[config.mk]
export PLATFORM = sky130hd
export DESIGN_NAME = piecewise_linear_distance_lookup_unit
export DESIGN_NICKNAME = d
export VERILOG_FILES = /design/src/rtl/pld_pkg.sv /design/src/rtl/piecewise_linear_distance_lookup_unit.sv /design/src/rtl/pld_datapath.sv /design/src/rtl/pld_ctrl.sv
export VERILOG_INCLUDE_DIRS = /design/src /design/src/rtl
export SDC_FILE = /design/constraint.sdc
export NUM_CORES = 1
export LEC_CHECK = 0
export CORE_ASPECT_RATIO = 0.8
export CORE_MARGIN = 1
export CORE_UTILIZATION = 58
export DETAILED_ROUTE_END_ITERATION = 10
export DONT_BUFFER_PORTS = 1
export PLACE_DENSITY = 0.76
export SLEW_MARGIN = 20
export SYNTH_ARGS = -nofsm -noshare
export SYNTH_HDL_FRONTEND = slang
export SYNTH_SLANG_ARGS = --single-unit
[constraint.sdc]
create_clock -name clk -period 4.9 [get_ports clk]
set_clock_uncertainty 0.15 [all_clocks]
set_input_delay 0.49 -clock clk [delete_from_list [all_inputs] [get_ports clk]]
set_output_delay 0.49 -clock clk [all_outputs]
set_load 0.1 [all_outputs]
[src/rtl/piecewise_linear_distance_lookup_unit_defines.svh]
// assertion macros for the distance lookup unit
`ifndef PIECEWISE_LINEAR_DISTANCE_LOOKUP_UNIT_DEFINES_SVH
`define PIECEWISE_LINEAR_DISTANCE_LOOKUP_UNIT_DEFINES_SVH

// condition in this cycle implies consequence in the same cycle
`define PLD_ASSERT_NOW(lbl, c, r, a, b) \
  lbl: assert property (@(posedge c) disable iff (r) (a) |-> (b)) \
    else $error("pld assertion failed");

// condition in this cycle implies consequence in the next cycle
`define PLD_ASSERT_NEXT(lbl, c, r, a, b) \
  lbl: assert property (@(posedge c) disable iff (r) (a) |=> (b)) \
    else $error("pld assertion failed");

`endif

[src/rtl/pld_pkg.sv]
`default_nettype none

package pld_pkg;

  // item kinds
  localparam logic KIND_CONVERT = 1'b0;
  localparam logic KIND_LOAD    = 1'b1;

  // field widths that do not vary
  localparam int INDEX_W = 4;
  localparam int DIST_W  = 6;
  localparam int TOP_W   = 8;

  // distance constants
  localparam logic [TOP_W-1:0]  BASE_CM = 8'd10;
  localparam logic [TOP_W-1:0]  STEP_CM = 8'd5;
  localparam logic [DIST_W-1:0] NEAR_CM = 6'd9;
  localparam logic [DIST_W-1:0] FAR_CM  = 6'd51;

  // quotient is at most five, so three restoring steps suffice
  localparam int DIV_STEPS = 3;

  // result source
  typedef enum logic [1:0] {
    RES_NEAR = 2'd0,
    RES_FAR  = 2'd1,
    RES_BAD  = 2'd2,
    RES_DIV  = 2'd3
  } res_sel_t;

  // controller to datapath
  typedef struct packed {
    logic       capture;
    logic       write_entry;
    logic       advance;
    logic       start_div;
    logic       div_step;
    logic [1:0] div_shift;
    logic       res_load;
    res_sel_t   res_sel;
    logic       out_load;
  } cmd_t;

  // datapath to controller
  typedef struct packed {
    logic ge;
    logic seg_bad;
  } sts_t;

endpackage

`default_nettype wire

[src/rtl/piecewise_linear_distance_lookup_unit.sv]
// Infrared distance lookup: converts a raw ADC sample to centimeters through
// a calibration table of NUM_POINTS raw values, point k standing for 10+5k cm.
// Input channel (in_valid / in_stall): kind selects a convert item or a load
// item; a load writes entry_value at entry_index and gives no result, a
// convert gives one result on the output channel (out_valid / out_stall).
// A load leaves the block idle and ready for the next item. A convert scans
// the table one point per cycle through the single table read port:
//   sample at or above point 0:    result NEAR_CM
//   match at point i (i >= 1):     three-step divider, or bad_segment
//   beyond the last point:         result FAR_CM
// The result shows on the output port in the same cycle that the next item
// can be taken. One finished result waits in the output register while the
// next item is accepted and worked on; if it is still stalled when the next
// result is ready, the block holds that result and stalls its input.
// Reset clears the controller and the output valid flag; the table is not
// cleared and every entry must be loaded before a convert reads it.
`default_nettype none
`include "piecewise_linear_distance_lookup_unit_defines.svh"

module piecewise_linear_distance_lookup_unit #(
  parameter int NUM_POINTS  = 9,
  parameter int SAMPLE_BITS = 12
) (
  input  wire                          clk,
  input  wire                          rst,
  input  wire                          in_valid,
  output logic                         in_stall,
  input  wire                          kind,
  input  wire  [SAMPLE_BITS-1:0]       sample,
  input  wire  [pld_pkg::INDEX_W-1:0]  entry_index,
  input  wire  [SAMPLE_BITS-1:0]       entry_value,
  output logic                         out_valid,
  input  wire                          out_stall,
  output logic [pld_pkg::DIST_W-1:0]   distance_cm,
  output logic                         bad_segment
);

  localparam int PT_W = $clog2(NUM_POINTS);

  pld_pkg::cmd_t   cmd;
  pld_pkg::sts_t   sts;
  logic [PT_W-1:0] pt;
  logic [PT_W-1:0] rd_addr;

  // sequencer
  pld_ctrl #(
    .NUM_POINTS (NUM_POINTS),
    .PT_W       (PT_W)
  ) u_ctrl (
    .clk       (clk),
    .rst       (rst),
    .in_valid  (in_valid),
    .in_stall  (in_stall),
    .kind      (kind),
    .out_valid (out_valid),
    .out_stall (out_stall),
    .sts       (sts),
    .cmd       (cmd),
    .pt        (pt),
    .rd_addr   (rd_addr)
  );

  // table, compare, divider and result registers
  pld_datapath #(
    .NUM_POINTS  (NUM_POINTS),
    .SAMPLE_BITS (SAMPLE_BITS),
    .PT_W        (PT_W)
  ) u_datapath (
    .clk         (clk),
    .cmd         (cmd),
    .sts         (sts),
    .pt          (pt),
    .rd_addr     (rd_addr),
    .sample      (sample),
    .entry_index (entry_index),
    .entry_value (entry_value),
    .distance_cm (distance_cm),
    .bad_segment (bad_segment)
  );

  // a convert transfer makes the block busy in the next cycle
  `PLD_ASSERT_NEXT(a_convert_busy, clk, rst, in_valid && !in_stall && (kind == pld_pkg::KIND_CONVERT), in_stall)
  // the output register is loaded only when its slot is free
  `PLD_ASSERT_NOW(a_out_slot_free, clk, rst, cmd.out_load, !out_valid || !out_stall)
  // the divider starts only on a strictly decreasing segment
  `PLD_ASSERT_NOW(a_div_good_seg, clk, rst, cmd.start_div, !sts.seg_bad)

endmodule

`default_nettype wire

[src/rtl/pld_datapath.sv]
`default_nettype none

module pld_datapath #(
  parameter int NUM_POINTS  = 9,
  parameter int SAMPLE_BITS = 12,
  parameter int PT_W        = 4
) (
  input  wire                            clk,
  input  pld_pkg::cmd_t                  cmd,
  output pld_pkg::sts_t                  sts,
  input  wire  [PT_W-1:0]                pt,
  input  wire  [PT_W-1:0]                rd_addr,
  input  wire  [SAMPLE_BITS-1:0]         sample,
  input  wire  [pld_pkg::INDEX_W-1:0]    entry_index,
  input  wire  [SAMPLE_BITS-1:0]         entry_value,
  output logic [pld_pkg::DIST_W-1:0]     distance_cm,
  output logic                           bad_segment
);

  localparam int RW = SAMPLE_BITS + 3;

  logic [SAMPLE_BITS-1:0] mem [NUM_POINTS];
  logic [SAMPLE_BITS-1:0] rd_data;
  logic [SAMPLE_BITS-1:0] sample_r;
  logic [SAMPLE_BITS-1:0] prev;
  logic [SAMPLE_BITS-1:0] den;
  logic [SAMPLE_BITS-1:0] diff;
  logic [RW-1:0]          rem;
  logic [RW-1:0]          trial;
  logic [pld_pkg::DIV_STEPS-1:0] quo;
  logic [pld_pkg::DIV_STEPS:0]   up;
  logic [pld_pkg::TOP_W-1:0]     top;
  logic [pld_pkg::TOP_W-1:0]     interp;
  logic [pld_pkg::DIST_W-1:0]    res_dist;
  logic                          res_bad;
  logic                          index_ok;

  // calibration table, one write and one registered read per cycle
  assign index_ok = 32'(entry_index) < NUM_POINTS;

  always_ff @(posedge clk) begin
    if (cmd.write_entry && index_ok) begin
      mem[PT_W'(entry_index)] <= entry_value;
    end
    rd_data <= mem[rd_addr];
  end

  // scan compares
  assign sts.ge      = sample_r >= rd_data;
  assign sts.seg_bad = prev <= rd_data;

  // sample and previous point
  always_ff @(posedge clk) begin
    if (cmd.capture) begin
      sample_r <= sample;
    end
    if (cmd.advance) begin
      prev <= rd_data;
    end
  end

  // restoring divider for 5*(sample-lo)/(hi-lo)
  assign diff  = sample_r - rd_data;
  assign trial = RW'(den) << cmd.div_shift;

  always_ff @(posedge clk) begin
    if (cmd.start_div) begin
      rem <= (RW'(diff) << 2) + RW'(diff);
      den <= prev - rd_data;
      quo <= '0;
    end else if (cmd.div_step && (rem >= trial)) begin
      rem <= rem - trial;
      quo[cmd.div_shift] <= 1'b1;
    end
  end

  // distance of the matched point and the rounded-up correction
  assign top    = pld_pkg::BASE_CM + pld_pkg::TOP_W'(pt) * pld_pkg::STEP_CM;
  assign up     = {1'b0, quo} + {{pld_pkg::DIV_STEPS{1'b0}}, (rem != '0)};
  assign interp = top - pld_pkg::TOP_W'(up);

  // result register
  always_ff @(posedge clk) begin
    if (cmd.res_load) begin
      case (cmd.res_sel)
        pld_pkg::RES_NEAR: begin
          res_dist <= pld_pkg::NEAR_CM;
          res_bad  <= 1'b0;
        end
        pld_pkg::RES_FAR: begin
          res_dist <= pld_pkg::FAR_CM;
          res_bad  <= 1'b0;
        end
        pld_pkg::RES_BAD: begin
          res_dist <= top[pld_pkg::DIST_W-1:0];
          res_bad  <= 1'b1;
        end
        default: begin
          res_dist <= interp[pld_pkg::DIST_W-1:0];
          res_bad  <= 1'b0;
        end
      endcase
    end
  end

  // output register
  always_ff @(posedge clk) begin
    if (cmd.out_load) begin
      distance_cm <= res_dist;
      bad_segment <= res_bad;
    end
  end

endmodule

`default_nettype wire

[src/rtl/pld_ctrl.sv]
`default_nettype none

module pld_ctrl #(
  parameter int NUM_POINTS = 9,
  parameter int PT_W       = 4
) (
  input  wire                  clk,
  input  wire                  rst,
  input  wire                  in_valid,
  output logic                 in_stall,
  input  wire                  kind,
  output logic                 out_valid,
  input  wire                  out_stall,
  input  pld_pkg::sts_t        sts,
  output pld_pkg::cmd_t        cmd,
  output logic [PT_W-1:0]      pt,
  output logic [PT_W-1:0]      rd_addr
);

  localparam logic [PT_W-1:0] LAST_PT  = PT_W'(NUM_POINTS - 1);
  localparam logic [1:0]      LAST_DIV = 2'(pld_pkg::DIV_STEPS - 1);

  typedef enum logic [4:0] {
    S_IDLE = 5'b00001,
    S_SCAN = 5'b00010,
    S_DIV  = 5'b00100,
    S_FIX  = 5'b01000,
    S_DONE = 5'b10000
  } state_t;

  state_t      state, state_next;
  logic [PT_W-1:0] pt_next;
  logic [1:0]  cnt, cnt_next;
  logic        out_valid_next;
  logic        accept;
  logic        out_free;

  assign in_stall = (state != S_IDLE);
  assign accept   = in_valid && !in_stall;
  assign out_free = !out_valid || !out_stall;

  // table read address: point 0 outside the scan, next point while scanning, last point held at the end
  always_comb begin
    if ((state == S_SCAN) && (pt != LAST_PT)) begin
      rd_addr = pt + PT_W'(1);
    end else if (state == S_SCAN) begin
      rd_addr = pt;
    end else begin
      rd_addr = '0;
    end
  end

  // next state and commands
  always_comb begin
    state_next     = state;
    pt_next        = pt;
    cnt_next       = cnt;
    out_valid_next = out_valid;
    cmd            = '0;
    cmd.res_sel    = pld_pkg::RES_DIV;
    if (out_valid && !out_stall) begin
      out_valid_next = 1'b0;
    end
    case (state)
      S_IDLE: begin
        if (accept && (kind == pld_pkg::KIND_LOAD)) begin
          cmd.write_entry = 1'b1;
        end else if (accept) begin
          cmd.capture = 1'b1;
          pt_next     = '0;
          state_next  = S_SCAN;
        end
      end
      S_SCAN: begin
        if (sts.ge && (pt == '0)) begin
          cmd.res_load = 1'b1;
          cmd.res_sel  = pld_pkg::RES_NEAR;
          state_next   = S_DONE;
        end else if (sts.ge && sts.seg_bad) begin
          cmd.res_load = 1'b1;
          cmd.res_sel  = pld_pkg::RES_BAD;
          state_next   = S_DONE;
        end else if (sts.ge) begin
          cmd.start_div = 1'b1;
          cnt_next      = '0;
          state_next    = S_DIV;
        end else if (pt == LAST_PT) begin
          cmd.res_load = 1'b1;
          cmd.res_sel  = pld_pkg::RES_FAR;
          state_next   = S_DONE;
        end else begin
          cmd.advance = 1'b1;
          pt_next     = pt + PT_W'(1);
        end
      end
      S_DIV: begin
        cmd.div_step  = 1'b1;
        cmd.div_shift = LAST_DIV - cnt;
        if (cnt == LAST_DIV) begin
          state_next = S_FIX;
        end else begin
          cnt_next = cnt + 2'd1;
        end
      end
      S_FIX: begin
        cmd.res_load = 1'b1;
        cmd.res_sel  = pld_pkg::RES_DIV;
        state_next   = S_DONE;
      end
      S_DONE: begin
        if (out_free) begin
          cmd.out_load   = 1'b1;
          out_valid_next = 1'b1;
          state_next     = S_IDLE;
        end
      end
      default: begin
        state_next = S_IDLE;
      end
    endcase
  end

  // control registers
  always_ff @(posedge clk) begin
    if (rst) begin
      state     <= S_IDLE;
      pt        <= '0;
      cnt       <= '0;
      out_valid <= 1'b0;
    end else begin
      state     <= state_next;
      pt        <= pt_next;
      cnt       <= cnt_next;
      out_valid <= out_valid_next;
    end
  end

endmodule

`default_nettype wire
==> reports/qor.tcl, run 1 <==
set qor(vias) 7528
set qor(timing.reg2reg.setup_slack_ns) 0.66
set qor(num_antenna_cells) 0
set qor(post_cts_resized) 0
set qor(start_util_pct) 60.3
set qor(vias_per_cell) 6.16
set qor(synth-main-ff-cell) {edfxtp_1}
set qor(total_leakage_power_nw) 4.47
set qor(groute.usage.overall_pct) 26.9
set qor(timing.slew.headroom_pct) 26.9
set qor(path_max_fanout) 4
set qor(fp-row-count) 43
set qor(r2r.worst_path.cells) 14
set qor(die-area_um2) 18900
set qor(finalHoldViolations) 0
set qor(critical_path.reg2reg.endpoint) {u_datapath.rem[12]$_DFFE_PP_}
set qor(critPathLaunchType) {flop}
set qor(design.portCount) 42
set qor(power.density_nw_per_um2) 299
set qor(period_minus_slack_ns) 4.24
set qor(cts_max_level) 4
set qor(ys_seq_elements) 200
set qor(holdPathStages) 2
set qor(postSynthAreaPerCell_um2) 11.1
set qor(post-route-cell-area_um2) 11800
set qor(share_of_flip_flops_with_an_asynchronous_set_or_reset_pct) 0
set qor(fin_setup_tns_ns) 0
set qor(area_growth_syn_to_layout_pct) 10.9
set qor(cts_sinks) 200
set qor(clk_pin_slew_ns) 0.08
set qor(whs_endpoint) {u_ctrl.out_valid$_SDFF_PP0_}
set qor(cts_root_buffer) {clkbuf_16}
set qor(post-synth-top-area-cell) {edfxtp_1}
set qor(crit-reg2reg-launch) {u_datapath.rd_data[1]$_DFF_P_}
set qor(max_freq_mhz) 236
set qor(hp-start) {out_stall}
set qor(postSynthNetCount) 1058
set qor(globalplace.congestion) 0.931
set qor(synth.distinct_cells) 70
set qor(run_status) {completed}
set qor(crit_slowest_cell) {o41ai_1}
set qor(grt_antenna_before_repair) 0
set qor(antenna_left) 0
set qor(core-area_um2) 17600
set qor(synth_cells) 956
set qor(layout_cells_sized_above_1_pct) 8.32
set qor(ys_top_cells_by_area) {edfxtp_1 49%, ha_1 7.3%, dfxtp_1 5.1%, nand2_1 4.1%, a21oi_1 2.8%}
set qor(remaining_design_rule_violation_count) 0
set qor(cp-end-kind) {flop}
set qor(layout_worst_path_cycle_share_pct) 86.5
set qor(ys_seq_area_share_pct) 53.9
set qor(fillCellCount) 1338
set qor(worst_ir_drop_vdd_mv) 0.245
set qor(worstPathRequired_ns) 4.93
set qor(postPlaceCellArea_um2) 10900
set qor(report.final.slew_viol_count) 0
set qor(crit_path_frequent_cell) {o21ai_0}
set qor(critical_path.cell_chain) {inv_1 > ha_1 > nor2b_1 > o31a_1 > o21ai_0 > a21boi_0 > o21ai_0 > a21oi_1 > nand3b_1 > ha_1 > o41ai_1 > o21ai_0 > xnor2_1 > mux2i_1}
set qor(leading_cell_type_in_the_layout_fill_and_taps_excluded) {edfxtp_1}
set qor(first_global_vias) 7129
set qor(clock_latency_ns) 0.44
set qor(cts_made_buffers) 17
set qor(grt_start_max_net_pins) 49
set qor(cp.arrival_ns) 4.27
set qor(synth-warning-count) 0
set qor(die_height_um) 123
set qor(criticalPathCategory) {flop to flop}
set qor(dp_hpwl_um) 16600
set qor(largest_buffer_count_on_any_clock_path) 2
set qor(post-synth-top-area-fraction_pct) 48.8
set qor(timing_worst_slew_pin_value_ns) 1.07
set qor(routed_wire_length_per_instance_um) 19.8
set qor(worst_hold_path_type) {primary input to flop}
set qor(die-width_um) 153
set qor(finalWirelength_um) 24200
set qor(grt_setup_unrepaired) {no}
set qor(setup-violations-final) 0
set qor(drt_first_pass_iters) 6
set qor(initialDrtViolationCount) 789
set qor(tritoncts) {built}
set qor(synthesis.area_um2) 10600
set qor(cap_violations) 0
set qor(wire_length_of_the_first_global_routing_pass_um) 38100
set qor(most-common-layout-cells) {173 x edfxtp_1, 116 x nand2_1, 62 x ha_1, 60 x a21oi_1, 59 x nor2_1}
set qor(grt_overflow) 0
set qor(num-nets-final) 1086
set qor(worst_path_largest_cell_delay_ns) 0.61
set qor(synth_edf_count) 173
set qor(portbufs) 0
kinds of logic (layout without fill, tap and decap cells):
group           count (synthesis)  count (layout)  synth area share [%]
simple gates                  323             323                  14.9
compound gates                212             212                  13.4
flops                         200             200                  53.9
buf+inv                        86             127                  3.35
fa+ha+maj                      69              69                  8.61
xor+xnor                       44              44                  3.69
mux                            22              22                  2.16
power breakdown:
part / switching (mW) / leakage [nW] / internal [mW]
combinational: 0.149 / 2.40 / 0.105
sequential: 0.00601 / 1.78 / 1.85
clock: 0.717 / 0.291 / 0.690
total: 0.872 / 4.47 / 2.65
final cells by class:
type                       instances  area [µm²]  area share, %
inverter                          51         191           1.62
multi-input combinational        670        4590           38.9
clock buffer                      17         425           3.61
sequential                       200        5740           48.6
clock inverter                    15         180           1.53
timing repair buffer              44         393           3.33
tap                              225         282           2.39
flip-flops by register name, summed over array words and instances (netlist names), 6 cells and up:
signal	count
u_datapath.rd_data	12
u_datapath.rem	15
u_datapath.distance_cm	6
u_datapath.prev	12
u_datapath.den	12
u_datapath.res_dist	6
u_datapath.sample_r	12
u_datapath.mem	108
layer usage:
layer / vias up / GRT usage [%] / wire length (µm)
li1: 3610 / - / -
met1: 3605 / 40.0 / 11600
met2: 295 / 40.3 / 10300
met3: 18 / 5.89 / 2090
met4: 0 / 6.50 / 268
met5: - / 0 / 0
what timing repair did:
action,CTS,global route
buffers inserted,0,0
hold buffers,25,0
hold endpoints to repair,132,0
worst max-delay path by stage:
stage	endpoint	slack (ns)	start
after detailed placement	u_datapath.rem[12]$_DFFE_PP_	0.73	u_datapath.rd_data[1]$_DFF_P_
after global placement	u_datapath.rem[12]$_DFFE_PP_	0.86	u_ctrl.cnt[0]$_SDFFE_PP0P_
after floorplan	u_datapath.rem[0]$_DFFE_PP_	0.11	u_ctrl.cnt[0]$_SDFFE_PP0P_
after global routing	u_datapath.rem[12]$_DFFE_PP_	0.32	u_ctrl.cnt[0]$_SDFFE_PP0P_
final	u_datapath.rem[12]$_DFFE_PP_	0.66	u_datapath.rd_data[1]$_DFF_P_
after CTS	u_datapath.rem[12]$_DFFE_PP_	0.70	u_datapath.rd_data[1]$_DFF_P_
synth_stat cells (all sizes together) (2+ instances only):
cell type    n
fa           7
a311oi      14
and3b        2
a211oi      16
o21ai       35
a211o        3
o22a         3
xor2        14
mux2i       14
nand3b       9
o21a         9
o22ai        5
xnor2       30
a31oi       20
a2bb2oi      2
edfxtp     173
nand2      116
o31ai        4
buf         18
o211ai       2
nand2b      15
or2          6
o41ai        2
and2         4
a2111oi      3
nor3b        3
a32oi        3
and3        20
nand3       36
dfxtp       27
inv         51
nor2b       12
o2111ai      2
o21bai       6
nor4         7
and4         3
a21oi       61
nor3        15
nor2        60
clkbuf      17
ha          62
nand4       11
a21o        13
mux2         8
worst max-delay path, delay by kind of cell (launching register included):
| kind | cells | cell delay (ns) |
|---|---|---|
| buffers and inverters | 1 | 0.10 |
| AND/OR/NAND/NOR | 2 | 0.35 |
| adder cells (fa/ha/maj) | 2 | 0.57 |
| XOR/XNOR | 1 | 0.27 |
| multiplexers | 1 | 0.10 |
| flip-flops | 1 | 0.45 |
| AO/OA/AOI/OAI | 7 | 1.99 |
through the flow:
step	instances	total power, mW	utilization, %	worst slack (ns)	hold WS [ns]
3_3_place_gp	1165	2.11	62.0	0.859	0.255
2_1_floorplan	956	2.07	-	0.107	0.250
5_1_grt	1222	3.62	66.8	0.315	0.0571
3_5_place_dp	1165	2.12	62.0	0.735	0.257
6_report	1222	3.52	66.8	0.663	0.0713
4_1_cts	1222	3.52	66.8	0.696	0.0393
Power figures use the tool's default switching activity.
==> run 2, diff against run 1 <==
--- a/config.mk
+++ b/config.mk
@@ -8,11 +8,11 @@
 export LEC_CHECK = 0
 export CORE_ASPECT_RATIO = 0.8
 export CORE_MARGIN = 1
-export CORE_UTILIZATION = 58
+export CORE_UTILIZATION = 45
 export DETAILED_ROUTE_END_ITERATION = 10
 export DONT_BUFFER_PORTS = 1
-export PLACE_DENSITY = 0.76
-export SLEW_MARGIN = 20
+export MAX_ROUTING_LAYER = met4
+export SLEW_MARGIN = 30
 export SYNTH_ARGS = -nofsm -noshare
 export SYNTH_HDL_FRONTEND = slang
 export SYNTH_SLANG_ARGS = --single-unit
==> run 2 against run 1 <==
  * Design area is 0.79% higher
  * Clock-buffer cell count is 3 higher
  * Register-to-register slack worse by 0.02 ns
  * Fmax down 0.42%
  * Critical path depth shrank 1
  * Non-clock buffer count stayed put
  * Final cell count grew 6.6%
  * Die area rose by 28%
  * Via count decreased by 1.5%
  * Sequential power about the same
  * Combinational power grew 2%
==> reports/qor.tcl, run 2 (same netlist as run 1, synthesis figures left out) <==
set qor(seqPwrFrac_pct) 52.9
set qor(setup-violations-final) 0
set qor(most-common-layout-cells) {173 x edfxtp_1, 116 x nand2_1, 62 x ha_1, 60 x a21oi_1, 59 x nor2_1}
set qor(cp-end-kind) {flop}
set qor(cp.arrival_ns) 4.29
set qor(report.final.slew_viol_count) 0
set qor(wire_length_of_the_first_global_routing_pass_um) 38600
set qor(critical_path.reg2reg.endpoint) {u_datapath.rem[12]$_DFFE_PP_}
set qor(start_util_pct) 46.7
set qor(dp_hpwl_um) 17000
set qor(worst_ir_drop_vdd_mv) 0.257
set qor(p_sw_mw) 0.825
set qor(run_status) {completed}
set qor(first_global_vias) 7013
set qor(cts_sinks) 200
set qor(postCtsSetupBuffers) 0
set qor(fin_setup_tns_ns) 0
set qor(vias_per_cell) 5.69
set qor(layout.core_utilization_pct) 52.1
set qor(r2r.worst_path.cells) 13
set qor(regMostFlops) {u_datapath.mem}
set qor(initialDrtViolationCount) 642
set qor(vias) 7417
set qor(leading_cell_type_in_the_layout_fill_and_taps_excluded) {edfxtp_1}
set qor(cap_violations) 0
set qor(critPathLaunchType) {flop}
set qor(clk_pin_slew_ns) 0.08
set qor(fp-row-count) 49
set qor(portbufs) 0
set qor(layout_cells_sized_above_1_pct) 8.32
set qor(timing.reg2reg.setup_slack_ns) 0.65
set qor(sw_frac_of_total_pct) 23.5
set qor(power.share.combinational_pct) 7.3
set qor(timing_worst_slew_pin_value_ns) 0.989
set qor(dpl_worst_slack_ns) 0.684
set qor(cts_made_buffers) 17
set qor(num_antenna_cells) 0
set qor(hold-worst-slack_ns) 0.0503
set qor(path_max_fanout) 13
set qor(die-area_um2) 24300
set qor(largest_register_ffs) 108
set qor(core-area_um2) 22800
set qor(grt_overflow) 0
set qor(drt_first_pass_iters) 5
set qor(remaining_design_rule_violation_count) 0
set qor(timing.slew.headroom_pct) 34.0
set qor(grt_setup_unrepaired) {no}
set qor(design.portCount) 42
set qor(period_minus_slack_ns) 4.25
set qor(die_height_um) 140
set qor(total_leakage_power_nw) 4.46
set qor(groute.usage.overall_pct) 21.6
set qor(clock_latency_ns) 0.44
set qor(layout_worst_path_cycle_share_pct) 86.8
set qor(endpoint_of_the_most_critical_setup_path) {u_datapath.rem[12]$_DFFE_PP_}
set qor(criticalPathCategory) {flop to flop}
set qor(die-width_um) 174
set qor(tritoncts) {built}
set qor(cts_root_buffer) {clkbuf_16}
set qor(cts_max_level) 4
set qor(area_growth_syn_to_layout_pct) 11.7
set qor(antenna_left) 0
set qor(timing.critical_path.from) {u_ctrl.cnt[0]$_SDFFE_PP0P_}
set qor(crit-reg2reg-launch) {u_ctrl.cnt[0]$_SDFFE_PP0P_}
set qor(routed_wire_length_per_instance_um) 18.8
set qor(finalHoldViolations) 0
set qor(clkPwrFrac_pct) 39.8
set qor(largest_registers) {u_datapath.mem: 108 flops, u_datapath.rem: 15 flops}
set qor(max_freq_mhz) 235
set qor(worst_hold_path_type) {primary input to flop}
set qor(hp-start) {out_stall}
set qor(num-nets-final) 1086
set qor(power.density_nw_per_um2) 296
set qor(worst_slack_ns) 0.645
set qor(grt_antenna_before_repair) 0
set qor(worstPathRequired_ns) 4.94
set qor(finalWirelength_um) 24500
set qor(grt_start_max_net_pins) 44
set qor(internal-power_mw) 2.69
set qor(globalplace.congestion) 0.887
set qor(largest_buffer_count_on_any_clock_path) 2
-- run 2: cell count changes in the layout (fill, tap and decap cells not counted), sizes merged --
cell and change:
bufinv +1, clkbuf +3, clkinv -4
-- run 2: per-layer routing --
layer | wire, µm | GRT usage [%] | vias up
li1 | - | - | 3607
met1 | 12500 | 33.1 | 3549
met2 | 9940 | 28.3 | 244
met3 | 1810 | 4.95 | 17
met4 | 246 | 5.54 | 0
met5 | 0 | - | -
-- run 2: worst min path at each step --
stage                                     endpoint  slack, ns  cells after the start
3_3_place_gp   u_datapath.distance_cm[4]$_DFFE_PP_       0.25                      0
4_1_cts                u_ctrl.out_valid$_SDFF_PP0_       0.02                      2
5_1_grt                u_ctrl.out_valid$_SDFF_PP0_       0.02                      2
2_1_floorplan     u_datapath.bad_segment$_DFFE_PP_       0.25                      0
6_report               u_ctrl.out_valid$_SDFF_PP0_       0.05                      2
3_5_place_dp      u_datapath.bad_segment$_DFFE_PP_       0.25                      0
-- run 2: layout make-up --
type                       instances  area, µm²
fill                            2011      10900
sequential                       200       5740
multi-input combinational        670       4600
clock buffer                      20        447
timing repair buffer              44        393
tap                              306        383
inverter                          51        191
clock inverter                    12        136
-- run 2: power by group through the flow --
stage | Sequential, mW | Clock, mW | Combinational [mW]
floorplan | 1.90 | 0 | 0.173
global placement | 1.90 | 0 | 0.223
detailed placement | 1.90 | 0 | 0.225
CTS | 1.86 | 1.42 | 0.256
global route | 1.86 | 1.49 | 0.284
finish | 1.86 | 1.40 | 0.258
-- run 2: through the flow --
step | area [µm²] | power (mW) | instances
after floorplan | 10600 | 2.07 | 956
after global placement | 11000 | 2.12 | 1246
after detailed placement | 11100 | 2.12 | 1246
after CTS | 11900 | 3.54 | 1303
after global routing | 11900 | 3.63 | 1303
final | 11900 | 3.52 | 1303
-- run 2: worst max-delay path, cell delays in order, from the launching register on --
cell	delay, ns
dfxtp_1	0.53
inv_1	0.15
ha_1	0.47
and2_1	0.50
a21oi_1	0.14
o21a_1	0.21
ha_1	0.33
nor2b_1	0.16
o211ai_1	0.16
a21oi_1	0.13
o41ai_1	0.53
o221ai_1	0.25
xnor2_1	0.19
mux2i_1	0.09
-- run 2: what timing repair did --
| item | CTS | global route |
|---|---|---|
| hold buffers | 25 | 0 |
| hold endpoints to repair | 132 | 0 |
| resized for setup | 0 | 0 |
